`config.mk`:
```
export PLATFORM = sky130hd
export DESIGN_NAME = json_structural_bracket_scanner
export DESIGN_NICKNAME = d
export VERILOG_FILES = /design/src/sv/jsbs_pkg.sv /design/src/sv/jsbs_core.sv /design/src/sv/json_structural_bracket_scanner.sv
export SDC_FILE = /design/constraint.sdc
export NUM_CORES = 1
export LEC_CHECK = 0
export ABC_AREA = 1
export BUFFER_PORTS_ARGS = -buffer_cell sky130_fd_sc_hd__buf_2
export CORE_MARGIN = 10
export CORE_UTILIZATION = 30
export DETAILED_ROUTE_END_ITERATION = 8
export PLACE_DENSITY = 0.55
export SETUP_SLACK_MARGIN = 0.1
export SLEW_MARGIN = 20
export SYNTH_ARGS = -nofsm -noshare
export SYNTH_HDL_FRONTEND = slang
export SYNTH_SLANG_ARGS = --single-unit
export TNS_END_PERCENT = 5
```
`constraint.sdc`:
```
create_clock -name clk -period 6.1 [get_ports clk]
set_clock_uncertainty 0.2 [all_clocks]
set_input_delay 0.61 -clock clk [delete_from_list [all_inputs] [get_ports clk]]
set_output_delay 0.61 -clock clk [all_outputs]
set_load 0.005 [all_outputs]
```
`src/sv/jsbs_pkg.sv`:
```
// Shared types, character codes and default sizes for the JSON structural bracket scanner.
`default_nettype none

package jsbs_pkg;

	localparam int MAX_DEPTH_DEF   = 64;
	localparam int COUNT_WIDTH_DEF = 16;
	localparam int OUT_CNT_W       = 16;
	localparam int OUT_DEPTH_W     = 7;

	localparam logic [OUT_CNT_W-1:0] OUT_CNT_MAX = '1;

	localparam logic [7:0] CH_LBRACE    = 8'h7B;
	localparam logic [7:0] CH_RBRACE    = 8'h7D;
	localparam logic [7:0] CH_LBRACK    = 8'h5B;
	localparam logic [7:0] CH_RBRACK    = 8'h5D;
	localparam logic [7:0] CH_QUOTE     = 8'h22;
	localparam logic [7:0] CH_BACKSLASH = 8'h5C;
	localparam logic [7:0] CH_COMMA     = 8'h2C;

	typedef enum logic [2:0] {
		EV_NONE        = 3'd0,
		EV_SEP         = 3'd1,
		EV_OK          = 3'd2,
		EV_MISMATCH    = 3'd3,
		EV_NOT_BRACKET = 3'd4,
		EV_UNTERM      = 3'd5,
		EV_OVERFLOW    = 3'd6
	} event_t;

	typedef struct packed {
		logic [7:0] data_byte;
		logic       first_byte;
		logic       last_byte;
	} in_item_t;

	typedef struct packed {
		event_t                   event_res;
		logic [OUT_CNT_W-1:0]     element_count;
		logic [OUT_CNT_W-1:0]     byte_offset;
		logic [OUT_DEPTH_W-1:0]   nesting_depth;
	} out_item_t;

endpackage

`default_nettype wire

```
`src/sv/jsbs_core.sv`:
```
// Scan state registers and the per-byte update logic of the JSON structural bracket scanner.
`default_nettype none

module jsbs_core #(
	parameter int MAX_DEPTH   = jsbs_pkg::MAX_DEPTH_DEF,
	parameter int COUNT_WIDTH = jsbs_pkg::COUNT_WIDTH_DEF
) (
	input  wire                 clk,
	input  wire                 arst_n,
	input  wire                 step,
	input  jsbs_pkg::in_item_t  item,
	output jsbs_pkg::out_item_t result
);
	import jsbs_pkg::*;

	localparam int DW = $clog2(MAX_DEPTH + 1);
	localparam logic [DW-1:0]          DEPTH_LIMIT = DW'(MAX_DEPTH);
	localparam logic [DW-1:0]          DEPTH_ONE   = DW'(1);
	localparam logic [COUNT_WIDTH-1:0] SEP_MAX     = '1;

	logic                   in_str_q, in_str_d;
	logic                   esc_q, esc_d;
	logic [DW-1:0]          depth_q, depth_d;
	logic                   is_obj_q, is_obj_d;
	logic                   active_q, active_d;
	logic [COUNT_WIDTH-1:0] sep_q, sep_d;
	logic                   content_q, content_d;
	logic [OUT_CNT_W-1:0]   offset_q, offset_d;
	event_t                 ev;
	logic [COUNT_WIDTH:0]   elem_wide;
	logic [OUT_CNT_W-1:0]   elem;

	always_ff @(posedge clk or negedge arst_n) begin
		if (!arst_n) begin
			in_str_q  <= 1'b0;
			esc_q     <= 1'b0;
			depth_q   <= '0;
			is_obj_q  <= 1'b0;
			active_q  <= 1'b0;
			sep_q     <= '0;
			content_q <= 1'b0;
			offset_q  <= '0;
		end else if (step) begin
			in_str_q  <= in_str_d;
			esc_q     <= esc_d;
			depth_q   <= depth_d;
			is_obj_q  <= is_obj_d;
			active_q  <= active_d;
			sep_q     <= sep_d;
			content_q <= content_d;
			offset_q  <= offset_d;
		end
	end

	always_comb begin
		logic [7:0] b;
		logic       ended;
		b         = item.data_byte;
		ended     = 1'b0;
		in_str_d  = in_str_q;
		esc_d     = esc_q;
		depth_d   = depth_q;
		is_obj_d  = is_obj_q;
		active_d  = active_q;
		sep_d     = sep_q;
		content_d = content_q;
		offset_d  = offset_q;
		ev        = EV_NONE;

		if (item.first_byte) begin
			in_str_d  = 1'b0;
			esc_d     = 1'b0;
			depth_d   = '0;
			is_obj_d  = 1'b0;
			active_d  = 1'b0;
			sep_d     = '0;
			content_d = 1'b0;
			offset_d  = '0;
			if (b inside {CH_LBRACE, CH_LBRACK}) begin
				active_d = 1'b1;
				is_obj_d = (b == CH_LBRACE);
				depth_d  = DEPTH_ONE;
			end else begin
				ev = EV_NOT_BRACKET;
			end
		end else if (active_q) begin
			if (offset_q != OUT_CNT_MAX) begin
				offset_d = offset_q + 1'b1;
			end
			if (esc_q) begin
				esc_d = 1'b0;
			end else if (in_str_q) begin
				if (b == CH_QUOTE) begin
					in_str_d = 1'b0;
				end else if (b == CH_BACKSLASH) begin
					esc_d = 1'b1;
				end
			end else if (b == CH_QUOTE) begin
				in_str_d = 1'b1;
			end else if (b inside {CH_LBRACE, CH_LBRACK}) begin
				if (depth_q >= DEPTH_LIMIT) begin
					active_d = 1'b0;
					ev       = EV_OVERFLOW;
					ended    = 1'b1;
				end else begin
					depth_d = depth_q + 1'b1;
				end
			end else if (b inside {CH_RBRACE, CH_RBRACK}) begin
				if (depth_q != '0) begin
					depth_d = depth_q - 1'b1;
				end
				if (depth_d == '0) begin
					// The outermost bracket closes: it must match the opening one.
					active_d = 1'b0;
					ended    = 1'b1;
					ev       = ((b == CH_RBRACE) == is_obj_q) ? EV_OK : EV_MISMATCH;
				end
			end else if (b == CH_COMMA && depth_q == DEPTH_ONE) begin
				if (sep_q != SEP_MAX) begin
					sep_d = sep_q + 1'b1;
				end
				ev = EV_SEP;
			end
			if (!ended) begin
				content_d = 1'b1;
			end
		end

		if (item.last_byte && active_d) begin
			active_d = 1'b0;
			ev       = EV_UNTERM;
		end
	end

	// Elements: zero until a byte follows the opening bracket, else separators+1, saturating.
	always_comb begin
		elem_wide = {1'b0, sep_d} + 1'b1;
		if (sep_d == SEP_MAX) begin
			elem_wide = {1'b0, sep_d};
		end
		if (!content_d) begin
			elem = '0;
		end else if (33'(elem_wide) > 33'(OUT_CNT_MAX)) begin
			elem = OUT_CNT_MAX;
		end else begin
			elem = OUT_CNT_W'(elem_wide);
		end
	end

	assign result.event_res     = ev;
	assign result.element_count = elem;
	assign result.byte_offset   = offset_d;
	assign result.nesting_depth = OUT_DEPTH_W'(depth_d);

endmodule

`default_nettype wire

```
`src/sv/json_structural_bracket_scanner.sv`:
```
// Top level of the JSON structural bracket scanner: input register, scan core and result register.
//
// The block takes one byte of a JSON text per beat on the input channel (in_valid, in_ready,
// in_data) and returns exactly one result beat per input beat on the output channel
// (out_valid, out_ready, out_data). A byte with first_byte set restarts the scan and must be
// an opening brace or bracket; the result reports separators, the closing check, errors, the
// running element count, the offset from the opening bracket and the nesting depth.
// The accepted byte waits in the input register; when it advances, the scan state is updated and
// the result is captured in the output register, from which the result beat is taken.
// Throughput is one byte per cycle while the receiver does not stall, set by the per-byte scan update.
// in_ready stays high while the output register is empty or being drained, so bytes stream
// back to back. When the receiver stalls, the result is held in the output register, the
// byte behind it waits in the input register and in_ready falls; nothing is lost.
// Reset clears both pipeline valid flags and all scan state, leaving no scan in progress.
`default_nettype none

module json_structural_bracket_scanner #(
	parameter int MAX_DEPTH   = jsbs_pkg::MAX_DEPTH_DEF,
	parameter int COUNT_WIDTH = jsbs_pkg::COUNT_WIDTH_DEF
) (
	input  wire                 clk,
	input  wire                 arst_n,
	input  wire                 in_valid,
	output logic                in_ready,
	input  jsbs_pkg::in_item_t  in_data,
	output logic                out_valid,
	input  wire                 out_ready,
	output jsbs_pkg::out_item_t out_data
);
	import jsbs_pkg::*;

	logic      valid_s1;
	in_item_t  item_s1;
	logic      valid_s2;
	out_item_t result_s2;
	out_item_t result;
	logic      advance;

	// The byte in the input register moves on when the result register is free or draining.
	assign advance  = valid_s1 && (!valid_s2 || out_ready);
	assign in_ready = !valid_s1 || advance;

	always_ff @(posedge clk or negedge arst_n) begin
		if (!arst_n) begin
			valid_s1 <= 1'b0;
		end else if (in_ready) begin
			valid_s1 <= in_valid;
		end
	end

	always_ff @(posedge clk) begin
		if (in_valid && in_ready) begin
			item_s1 <= in_data;
		end
	end

	jsbs_core #(
		.MAX_DEPTH   (MAX_DEPTH),
		.COUNT_WIDTH (COUNT_WIDTH)
	) u_core (
		.clk    (clk),
		.arst_n (arst_n),
		.step   (advance),
		.item   (item_s1),
		.result (result)
	);

	always_ff @(posedge clk or negedge arst_n) begin
		if (!arst_n) begin
			valid_s2 <= 1'b0;
		end else if (advance) begin
			valid_s2 <= 1'b1;
		end else if (out_ready) begin
			valid_s2 <= 1'b0;
		end
	end

	always_ff @(posedge clk) begin
		if (advance) begin
			result_s2 <= result;
		end
	end

	assign out_valid = valid_s2;
	assign out_data  = result_s2;

endmodule

`default_nettype wire
```
==> run summary <==
Synth Register Bits: 98
TritonCTS Buffers: 9
CP required: 6090 ps
Area growth syn-to-layout: 14.5%
DRT iter0 DRCs: 372
Clock Latency Late Sink: 350 ps
max-slew violations: 0
Synth top area share: 26.6%
GRT Total Usage: 11.4%
Worst setup SP type: register
power consumption: 1.60 mW
unrepaired setup endpoints after global routing: false
initial antenna violation count: 0
I/O pins: 58
Netlist Area Pre-Place: 5870 µm²
n_diodes: 0
total gr overflow: 0
Tightest Hold Check Type: input pin to asynchronous set/reset pin
H-tree depth: 3
PortBufs: 57
clk root buf: clkbuf_16
final worst slack: 2710 ps
hold_buf cts: 0
Slowest Stage Delay on Critical Path: 420 ps
die area: 25600 µm²
# DRC: 0
Final period util: 55.6%
Routed Antenna Nets: 0
Fillers: 2018
first-pass GRT wire length: 24.2 mm
Die Y: 160 µm
initial cell density of the core: 30.3%
clk buf depth: 2
FP Rows: 51
vias: 4921
DRT Pass-1 Iters: 6
Syn Nets: 762
synthesized area per cell: 7.92 µm²
setup TNS: 0 ps
static leakage: 2.79 nW
endpoint type of the worst setup path: register
Slowest cell on crit path: dfrtp_1
share of cells above drive strength 1: 16.3%
sequential area share after synthesis: 46.2%
Max Fanout on Critical Path: 12
Worst Path Arrival: 3390 ps
outcome: finished, final reports clean
Rel. slew slack: 56.7%
largest net degree at the start of global routing: 62
vias in the first global route: 4765
clock slew seen by the registers of the worst setup and hold paths: 70 ps
most used cell, CP: nor2_4
VDD IR max: 0.122 mV
fin crit period: 3390 ps
PD cells: 238 nW/µm²
Final Util: 34.8%
core area: 19300 µm²
count of cell types in the netlist: 38
vias per cell: 4.62
postcts setup bufs: 0
TritonCTS clock tree: yes
placed cell count: 1049
Place WS: 2760 ps
die extent in x: 160 µm
CTS resizes: 0
Post-DP HPWL: 10.7 mm
final cell count without fillers: 1065
CP Class: register to register
area leader, netlist: edfxtp_1
GPL Wtd Cong: 0.893
endpoints failing hold: 0
Layout Nets: 816
Post-Route WL: 14.5 mm
Least-Margin Pin Slew: 649 ps
WL/cell: 13.6 µm
max cap viols: 0
ranking of synthesized cells by area: edfxtp_1, dfrtp_1, nand2_1
Mapped Cells: 741
Reg2Reg Depth: 14
worst path cell trace: ha_1 -> inv_1 -> nor2_4 -> nand4_2 -> nand3_1 -> nand3_1 -> inv_1 -> ha_1 -> nand2_1 -> nor2_4 -> nand2_4 -> nor2_4 -> nand4_2 -> a21oi_1
# setup viols final: 0
Max Clk Rate: 0.295 GHz
clock sinks: 98
YS warnings: 0
[stage by stage]
step	area, µm²	hold slack, ps
after floorplan	5870	114
after global placement	6420	289
after detailed placement	6420	292
after CTS	6720	198
after global routing	6720	217
final	6720	172
[per-layer routing]
metal	wire length [µm]	track usage, %
met1	6950	14.5
met4	227	4.26
met2	6750	18.5
met5	0	0
met3	594	2.75
[sequential cells by signal, indices dropped and copies added (netlist names)]
signal	flops
u_core.active_q	1
valid_s1	1
item_s1	10
u_core.sep_q	16
u_core.offset_q	16
out_valid	1
u_core.is_obj_q	1
out_data	42
u_core.content_q	1
u_core.esc_q	1
u_core.depth_q	7
u_core.in_str_q	1
[cell families (layout without fill, tap and decap cells)]
| logic type | Yosys count | after routing | synth area share, % |
|---|---|---|---|
| compound gates | 117 | 117 | 11.2 |
| xor+xnor | 14 | 14 | 2.09 |
| fa+ha+maj | 7 | 7 | 1.49 |
| buf+inv | 125 | 184 | 8.45 |
| flops | 98 | 98 | 46.2 |
| simple gates | 380 | 380 | 30.5 |
[Yosys cell counts, drive strengths merged]
master and number:
nor3b 1, nand2 186, o22ai 1, a221oi 2, inv 105, buf 9
ha 7, o21a 2, a211oi 6, nor4 2, clkbuf 10, o21ai 63
nor3 24, nand4 22, xor2 14, nor2 88, nand3 53, a31oi 3
a21oi 40, nand3b 3, edfxtp 52, clkinv 1, and3 1, dfrtp 46
[layout by cell type, fill, tap and decap left out, types with 3 or more instances in the layout]
master     count
nand3_2        5
inv_2          7
nand4_1       20
nor3_1        21
ha_1           7
dfrtp_1       46
nor2_1        69
nand2_2        6
nand3_1       48
a21oi_1       29
clkbuf_16      9
buf_4          5
xor2_1        14
edfxtp_1      52
nor2_2        10
nor2_4         8
buf_2         57
a31oi_1        3
a211oi_1       6
a21oi_2       11
inv_1         98
nand3b_1       3
nand2_1      179
o21ai_0       61
[final timing paths]
kind / slack [ps] / start / end
max in group asynchronous: 5100 / arst_n / u_core.offset_q[2]
worst max register to register: 2710 / u_core.sep_q[0] / out_data[30]
worst min-delay path: 170 / arst_n / u_core.depth_q[0]
min in group clk: 230 / in_data[2] / item_s1[2]
worst min register to register: 310 / u_core.is_obj_q / u_core.is_obj_q
worst max-delay path: 2710 / u_core.sep_q[0] / out_data[30]
[area by class of cell]
class                           instances  area (µm²)  area share, %
Sequential cell                        98        2710           40.4
Multi-Input combinational cell        518        2660           39.6
Inverter                              106         398           5.92
Tap cell                              265         332           4.93
Timing Repair Buffer                   62         323           4.80
Clock buffer                           11         243           3.61
Clock inverter                          5        53.8          0.801
[report_power, final]
group | switching, mW | total (mW) | leakage (nW) | internal [mW]
clock | 0.249 | 0.577 | 0.139 | 0.327
combinational | 0.173 | 0.245 | 1.50 | 0.0714
sequential | 0.0218 | 0.778 | 1.15 | 0.756
[worst max-delay path, delay by kind of cell (launching register included)]
kind | cells | cell delay [ps]
AND/OR/NAND/NOR | 9 | 1710
AO/OA/AOI/OAI | 1 | 270
flip-flops | 1 | 420
adder cells (fa/ha/maj) | 2 | 440
buffers and inverters | 2 | 190
Note: power is estimated with default switching activity, not from simulation.
